--- src/rtl/core/buddy_block_allocator_defines.svh ---
// Assertion macros shared by the allocator RTL
`ifndef BUDDY_BLOCK_ALLOCATOR_DEFINES_SVH
`define BUDDY_BLOCK_ALLOCATOR_DEFINES_SVH
// implication checked on every rising clock edge outside reset
`define BBA_ASSERT_IMP(label, ante, cons, msg) \
    label: assert property (@(posedge clk) disable iff (!rst_n) (ante) |-> (cons)) \
        else $error(msg);
// next-cycle implication
`define BBA_ASSERT_NXT(label, ante, cons, msg) \
    label: assert property (@(posedge clk) disable iff (!rst_n) (ante) |=> (cons)) \
        else $error(msg);
`endif

--- src/rtl/core/bba_pkg.sv ---
// ----------------------------------------------------------------------------
// bba_pkg
// Types and constants for the buddy block allocator.
// ----------------------------------------------------------------------------
package bba_pkg;
    localparam int MAX_ORDER  = 12;
    localparam int MIN_ORDER  = 4;
    localparam int LEVELS     = MAX_ORDER - MIN_ORDER;
    localparam int SLOT_COUNT = 1 << LEVELS;
    localparam int SLOT_W     = LEVELS;
    localparam int OFF_W      = 12;
    localparam int ORD_W      = 4;

    localparam logic CMD_ALLOC = 1'b0;
    localparam logic CMD_FREE  = 1'b1;
    localparam logic ST_DONE   = 1'b0;
    localparam logic ST_NOSPC  = 1'b1;

    typedef struct packed {
        logic             command;
        logic [OFF_W-1:0] request_size;
        logic [OFF_W-1:0] block_offset;
    } bba_in_t;

    typedef struct packed {
        logic             status;
        logic [OFF_W-1:0] granted_offset;
        logic [ORD_W-1:0] block_order;
    } bba_out_t;

    typedef enum logic [3:0] {
        S_IDLE, S_A_SEARCH, S_A_SPLIT, S_A_DONE, S_NOSPC,
        S_F_READ, S_F_ORD, S_F_MERGE, S_F_DONE, S_OUT
    } bba_state_t;

    // controller -> datapath
    typedef struct packed {
        logic load;       // capture input word
        logic a_init;     // compute needed order
        logic a_step;     // search one level
        logic a_split;    // split one level
        logic a_commit;   // write order table
        logic f_ord;      // take order from table
        logic f_step;     // one merge step
        logic f_commit;   // set final free bit
        logic set_nospc;
        logic set_done;
    } bba_cmd_t;

    // datapath -> controller
    typedef struct packed {
        logic too_big;
        logic found;
        logic search_end;
        logic split_end;
        logic merge_end;
    } bba_stat_t;
endpackage

--- src/rtl/core/bba_ctrl.sv ---
// ----------------------------------------------------------------------------
// bba_ctrl
// Sequencer for allocate and free operations.
// ----------------------------------------------------------------------------
`include "buddy_block_allocator_defines.svh"
module bba_ctrl (
    input  logic               clk,
    input  logic               rst_n,
    input  logic               in_valid,
    input  logic               in_cmd,
    output logic               in_ready,
    output logic               out_valid,
    input  logic               out_ready,
    input  bba_pkg::bba_stat_t stat,
    output bba_pkg::bba_cmd_t  cmd
);
    import bba_pkg::*;

    bba_state_t state_reg, state_next;

    always_ff @(posedge clk or negedge rst_n)
    begin
        if (!rst_n)
            state_reg <= S_IDLE;
        else
            state_reg <= state_next;
    end

    always_comb
    begin
        state_next = state_reg;
        unique case (state_reg)
            S_IDLE:     if (in_valid) state_next = (in_cmd == CMD_FREE) ? S_F_READ : S_A_SEARCH;
            S_A_SEARCH:
            begin
                if (stat.too_big)         state_next = S_NOSPC;
                else if (stat.found)      state_next = S_A_SPLIT;
                else if (stat.search_end) state_next = S_NOSPC;
            end
            S_A_SPLIT:  if (stat.split_end) state_next = S_A_DONE;
            S_A_DONE:   state_next = S_OUT;
            S_NOSPC:    state_next = S_OUT;
            S_F_READ:   state_next = S_F_ORD;
            S_F_ORD:    state_next = S_F_MERGE;
            S_F_MERGE:  if (stat.merge_end) state_next = S_F_DONE;
            S_F_DONE:   state_next = S_OUT;
            S_OUT:      if (out_ready) state_next = S_IDLE;
            default:    state_next = S_IDLE;
        endcase
    end

    always_comb
    begin
        cmd       = '0;
        in_ready  = 1'b0;
        out_valid = 1'b0;
        unique case (state_reg)
            S_IDLE:
            begin
                in_ready   = 1'b1;
                cmd.load   = in_valid;
                cmd.a_init = in_valid;
            end
            S_A_SEARCH: cmd.a_step   = !stat.too_big;
            S_A_SPLIT:  cmd.a_split  = !stat.split_end;
            S_A_DONE:
            begin
                cmd.a_commit = 1'b1;
                cmd.set_done = 1'b1;
            end
            S_NOSPC:    cmd.set_nospc = 1'b1;
            S_F_READ:   ;
            S_F_ORD:    cmd.f_ord    = 1'b1;
            S_F_MERGE:  cmd.f_step   = 1'b1;
            S_F_DONE:
            begin
                cmd.f_commit = 1'b1;
                cmd.set_done = 1'b1;
            end
            S_OUT:      out_valid = 1'b1;
            default:    ;
        endcase
    end

    `BBA_ASSERT_IMP(a_rdy_excl, in_ready, !out_valid, "ready while result pending")
    `BBA_ASSERT_NXT(a_out_hold, out_valid && !out_ready, out_valid, "result dropped")
    `BBA_ASSERT_IMP(a_cmd_one, 1'b1, $onehot0({cmd.a_commit, cmd.f_commit, cmd.set_nospc}),
        "conflicting commits")
endmodule

--- config.mk ---
export PLATFORM = sky130hd
export DESIGN_NAME = bba_ctrl
export DESIGN_NICKNAME = d
export VERILOG_FILES = /design/src/rtl/core/bba_pkg.sv /design/src/rtl/core/bba_ctrl.sv
export VERILOG_INCLUDE_DIRS = /design/src /design/src/rtl/core
export SDC_FILE = /design/constraint.sdc
export NUM_CORES = 1
export LEC_CHECK = 0
export ABC_AREA = 1
export BUFFER_PORTS_ARGS = -buffer_cell sky130_fd_sc_hd__clkbuf_2
export CELL_PAD_IN_SITES_DETAIL_PLACEMENT = 1
export CELL_PAD_IN_SITES_GLOBAL_PLACEMENT = 2
export CORE_ASPECT_RATIO = 0.8
export CORE_UTILIZATION = 19
export CTS_CLUSTER_SIZE = 10
export DETAILED_ROUTE_END_ITERATION = 7
export HOLD_SLACK_MARGIN = 0.08
export PLACE_DENSITY_LB_ADDON = 0.1
export SETUP_SLACK_MARGIN = 0.02
export SLEW_MARGIN = 0
export SYNTH_ARGS = -nofsm -noshare
export SYNTH_HDL_FRONTEND = slang
export SYNTH_SLANG_ARGS = --single-unit
--- constraint.sdc ---
create_clock -name clk -period 1.7 [get_ports clk]
set_clock_uncertainty 0.1 [all_clocks]
set_input_delay 0.085 -clock clk [delete_from_list [all_inputs] [get_ports clk]]
set_output_delay 0.085 -clock clk [all_outputs]
set_load 0.1 [all_outputs]
## Word-level counts from Yosys, hierarchy flattened

Cells that the tools add are included.

- Mux-type cells: 20
- Equal/unequal tests: 14
- Reductions and logical operators: 6

Operator list:

| cell | count |
|---|---|
| $pmux 4 s8 | 1 |
| $mux 4 | 7 |
| $eq 4x3->1 const B | 4 |
| $mux 1 | 10 |
| $eq 4x2->1 const B | 2 |
| $eq 4x4->1 const B | 2 |
| $ne 2x2->1 const B | 4 |
| $reduce_and 5->1 | 1 |
| $eq 4x1->1 const B | 1 |
| $logic_not 4->1 | 1 |
| $ne 4x4->1 const B | 1 |
| $mux 3 | 1 |
| $reduce_or 3->1 | 1 |
| $logic_not 1->1 | 2 |
| $mux 2 | 1 |
| $reduce_or 2->1 | 1 |

- Flip-flop bits (word level): 4
- Word-level logic and storage cells: 41
- Input bits: 10

## Depth between registers and ports, before layout

Gate-level depths: netlist of the first run.

- Depth in word-level cells: 4
- Mapped depth: 8

## Least setup slack after synthesis of the first run

OpenSTA, ideal clock, no wires.

- Path kind: reg-to-output
- Start: register state_reg[1]
- End: output cmd[9] in the netlist's numbering
- Required time: 1.515 ns
- Arrival time: 3.320 ns
- Path slack: -1.805 ns
- Cell stages (with the launch flop): 5
- Path through: dfrtp_1 -> inv_1 -> nand2_1 -> nor3_1 -> buf_4

RTL lines:

| element | line | source |
|---|---|---|
| from (decl) | bba_ctrl.sv:19 | `bba_state_t state_reg, state_next;` |
| from (signal assigned) | bba_ctrl.sv:26 | `state_reg <= state_next;` |
| to (decl) | bba_ctrl.sv:15 | `output bba_pkg::bba_cmd_t cmd` |

==> qor.txt, run 1 <==
status = finished clean
Worst-Skew Late Latency = 240 ps
crit end category = output port
family with the most delay on the worst path = flip-flops
Finish-stage setup viols = 0
Gate Count Post-Synth = 74
YS warnings = 0
layout cells sized above 1 = 0.446
maxcap violations = 0
All-Layer GR Usage = 0.137
CP max stage delay = 440 ps
count of pins over their slew limit = 0
highest-delay cell along the critical path = dfrtp_1
port buffer count = 21
HP Class = primary input to async pin
fin crit period = 1590 ps
# rows = 14
Final Hold Viols = 0
DR pass1 iterations = 4
Setup Fix Bufs, Post-CTS = 0
CTS Buffer Depth = 2
crit-path cells = inv_2, nand2_2, nor3_4, buf_12
max reg flops = 4
Net Count, Synth = 84
nets = 112
Max Fclk = 0.628 GHz
Via density = 4.37
fin crit share = 0.937
remaining antenna violation count after routing = 0
Post-Syn Area = 415 um2
clk root buf = clkbuf_4
Die Wd = 54.3 um
CP Launch Type = flip-flop
# diodes = 0
Mean Syn Cell Area = 5.61 um2
top post-synthesis cells by area = dfrtp_1 24%, nand2_1 20%, inv_1 14%, nand3_1 12%, nor2_1 11%
global-route wire length before repair = 2300 um
Clock Pin Slew Worst Setup and Hold Paths = 40 ps
Via Count = 546
Slew Limit Headroom = 0.793
worst r2r path cells = 8
largest net degree at the start of global routing = 8
WL per Instance = 10.9 um
Critical Path AT = 1410 ps
Seq/Total Area, Yosys = 0.241
worst-path fanout max = 6
clock sinks = 4
area leader, netlist = dfrtp_1
most common cell after layout, fill and taps aside = nand2_1
H-tree depth reported by CTS = 1
core area = 1960 um2
required time of the critical path = 1510 ps
Total Wirelength = 1370 um
most frequent cells in the layout = 20 x nand2_1, 11 x inv_1, 11 x buf_12
crit path kind = flip-flop to output port
DR DRC count = 0
Worst-Margin Slew = 311 ps
total stage count of the critical path = 4
hpwl dp = 1210 um
# IOs = 22
initial antenna violation count = 0
RSZ-0062 raised after global routing = false
Layout area overhead = 99.7%
Die H = 43.8 um
DRT iter0 DRCs = 2
DIE AREA = 2380 um2
TritonCTS clock tree = built
final worst slack = 107 ps
GP Congestion = 0.810
Worst Path Buf+Inv = 2
#FFs+latches synth = 4
count of different cell masters after synthesis = 12
vias in the first global route = 546
Placement Setup Slack = 170 ps
post-synth top area share = 0.241
global route overflow = 0
Initial Util = 0.212
clock buffer count from CTS = 3
## synthesized netlist by cell type, drive strengths merged
master	instances
nor3	4
nor2	13
o211ai	1
nand2	25
dfrtp	4
inv	15
nand3	11
buf	1
## logic make-up after synthesis
kind of cell    after synthesis  share of synthesized area
simple gates                 53                      0.587
compound gates                1                     0.0181
flops                         4                      0.241
buf+inv                      16                      0.154
## per-stage QoR
step,area (um2),instances,hold slack (ps),TNS (ps),utilization
after floorplan,490,74,-311,-2050,-
after global placement,773,118,-195,0,0.394
after detailed placement,773,118,-192,0,0.394
after CTS,830,125,85.8,0,0.423
after global routing,830,125,107,0,0.423
final,830,125,87.5,0,0.423
## worst register-to-register path: stages (launching register included)
cell and delay [ps]:
dfrtp_2 470, nand2_1 110, inv_1 70, nand3_1 110, nand2_1 70, nor2_2 260, nand2_2 100, nand2_1 70
nand2_1 50
## timing repair
action / CTS / global route
endpoints found under the hold margin: 6 / 0
resized for setup: 0 / 0
hold buffers: 3 / 0
endpoints found under the setup margin: 2 / 0
## routing by layer
| layer | up-vias | wire, um | GRT usage | share of wire |
|---|---|---|---|---|
| li1 | 285 | - | - | - |
| met1 | 242 | 639 | 0.182 | 0.47 |
| met2 | 16 | 661 | 0.232 | 0.48 |
| met3 | 3 | 46 | 0.0105 | 0.034 |
| met4 | 0 | 19 | 0.0462 | 0.014 |
| met5 | - | 0 | 0 | 0 |
## final timing paths
check / start / endpoint / slack, ps
max: state_reg[1] / cmd[9] / 110
min: rst_n / state_reg[3] / 90
max reg2reg: state_reg[0] / state_reg[0] / 170
min reg2reg: state_reg[1] / state_reg[1] / 510
max in group asynchronous: rst_n / state_reg[0] / 1270
min in group clk: in_cmd / state_reg[2] / 90
## cell type report
| class | instances | area, um2 |
|---|---|---|
| clock buffers | 4 | 26.3 |
| fillers | 255 | 1130 |
| inverters | 15 | 56.3 |
| multi-input cells | 54 | 313 |
| flip-flops and latches | 4 | 101 |
| well taps | 24 | 30.0 |
| repair buffers | 24 | 303 |
Power of run 1 is not shown: default switching activity piles up to over one toggle a cycle in this logic, so the estimate is an artifact.
==> run 2, diff against run 1 <==
--- a/config.mk
+++ b/config.mk
@@ -8,12 +8,10 @@
 export LEC_CHECK = 0
 export ABC_AREA = 1
 export BUFFER_PORTS_ARGS = -buffer_cell sky130_fd_sc_hd__clkbuf_2
-export CELL_PAD_IN_SITES_DETAIL_PLACEMENT = 1
-export CELL_PAD_IN_SITES_GLOBAL_PLACEMENT = 2
-export CORE_ASPECT_RATIO = 0.8
-export CORE_UTILIZATION = 19
+export CORE_AREA = 2 2 39 41
 export CTS_CLUSTER_SIZE = 10
 export DETAILED_ROUTE_END_ITERATION = 7
+export DIE_AREA = 0 0 41 43
 export HOLD_SLACK_MARGIN = 0.08
 export PLACE_DENSITY_LB_ADDON = 0.1
 export SETUP_SLACK_MARGIN = 0.02
==> run 2 against run 1 <==
Setup slack gained 18 ps. Non-clock buffer count grew 2. First-iteration DRC count rose to 4.5 times the previous value. Sequential share of layout area shrank 0.15 points. Count of clock-buffer cells in the layout did not move. Routed wire length down 20%. Via count down 1.5%. Core utilization rose by 18 points. Cell count fell by 4.8%. Flip-flop and latch count is the same. Largest cell class is now buffers. Highest routed layer unchanged.
==> qor.txt, run 2 (synthesized netlist as in run 1, its figures left out) <==
highest-delay cell along the critical path = dlygate4sd3_1
WL per Instance = 9.20 um
RSZ-0062 raised after global routing = false
Inst Count DP = 110
All-Layer GR Usage = 0.156
DRT iter0 DRCs = 9
crit path kind = primary input to async pin
most common cell after layout, fill and taps aside = nand2_1
most common cell type on the critical path = dlygate4sd3_1
launch point of the worst reg-to-reg path = state_reg[0]
DR DRC count = 0
Initial Util = 0.300
# rows = 14
Clock Pin Slew Worst Setup and Hold Paths = 40 ps
# diodes = 0
post-cts resize count = 0
Final Hold Viols = 0
Total Wirelength = 1100 um
DIE AREA = 1760 um2
Fin Hold WS = 112 ps
clk root buf = clkbuf_4
count of pins over their slew limit = 0
HP Start = in_cmd
Die Wd = 41 um
Critical Path AT = 1910 ps
clock sinks = 4
initial antenna violation count = 0
global route overflow = 0
CP max stage delay = 610 ps
fin crit period = 1570 ps
most frequent cells in the layout = 20 x nand2_1, 11 x inv_1, 11 x buf_12
Via density = 4.52
status = finished clean
largest net degree at the start of global routing = 8
layout cells sized above 1 = 0.437
worst-path fanout max = 3
max reg flops = 4
clock buffer count from CTS = 3
crit-path cells = dlygate4sd3_1, dlygate4sd3_1, clkbuf_2, dlygate4sd3_1
CTS Buffer Depth = 2
Slew Limit Headroom = 0.807
crit end category = async pin
vias in the first global route = 479
port buffer count = 21
HP Class = primary input to flip-flop
GP Congestion = 0.809
H-tree depth reported by CTS = 1
core area = 1380 um2
maxcap violations = 0
Worst-Skew Late Latency = 240 ps
Finish-stage setup viols = 0
global-route wire length before repair = 1940 um
TritonCTS clock tree = built
nets = 114
Via Count = 538
# IOs = 22
remaining antenna violation count after routing = 0
fin crit share = 0.926
required time of the critical path = 2030 ps
hpwl dp = 932 um
Finished Layout Cells = 119
Worst-Margin Slew = 289 ps
Layout area overhead = 102%
Max Fclk = 0.635 GHz
DR pass1 iterations = 4
reg2reg setup slack = 200 ps
CP startpoint = rst_n
Die H = 43 um
CP Launch Type = primary input
## run 2: through the flow
stage,TNS (ps),util,worst slack [ps],instance area (um2)
detailed placement,0,0.552,222,763
global placement,0,0.552,218,763
finish,0,0.607,125,840
global route,0,0.607,42.2,840
CTS,0,0.607,69.0,840
floorplan,-2050,-,-320,490
## run 2: per-layer routing
metal  up-vias  wire length (um)  track usage
met5         -                 0            0
met4         0                 7       0.0333
met3         2                48       0.0366
met2        14               558        0.241
met1       236               481        0.213
li1        286                 -            -
## run 2: final timing paths
path,cells past startpoint,end
min in group asynchronous,3,state_reg[1]
hold reg to reg,2,state_reg[1]
setup / recovery,4,state_reg[0]
hold / removal,5,state_reg[2]
max in group clk,4,cmd[0]
setup reg to reg,8,state_reg[1]
## run 2: what timing repair did
item                       in CTS  in global routing
setup endpoints to repair       0                  2
hold endpoints to repair        6                  0
setup buffers                   0                  0
hold buffers                    5                  0
## run 2: layout make-up
| cell class | count | area (um2) |
|---|---|---|
| multi-input cells | 54 | 313 |
| fillers | 139 | 544 |
| clock buffers | 4 | 26.3 |
| repair buffers | 26 | 323 |
| well taps | 16 | 20.0 |
| inverters | 15 | 56.3 |
| flip-flops and latches | 4 | 101 |
## run 2: worst max-delay path, delay by kind of cell
family	cells	cell delay [ps]
buffers and inverters	4	1820
Power of run 2 is left out for the same reason.
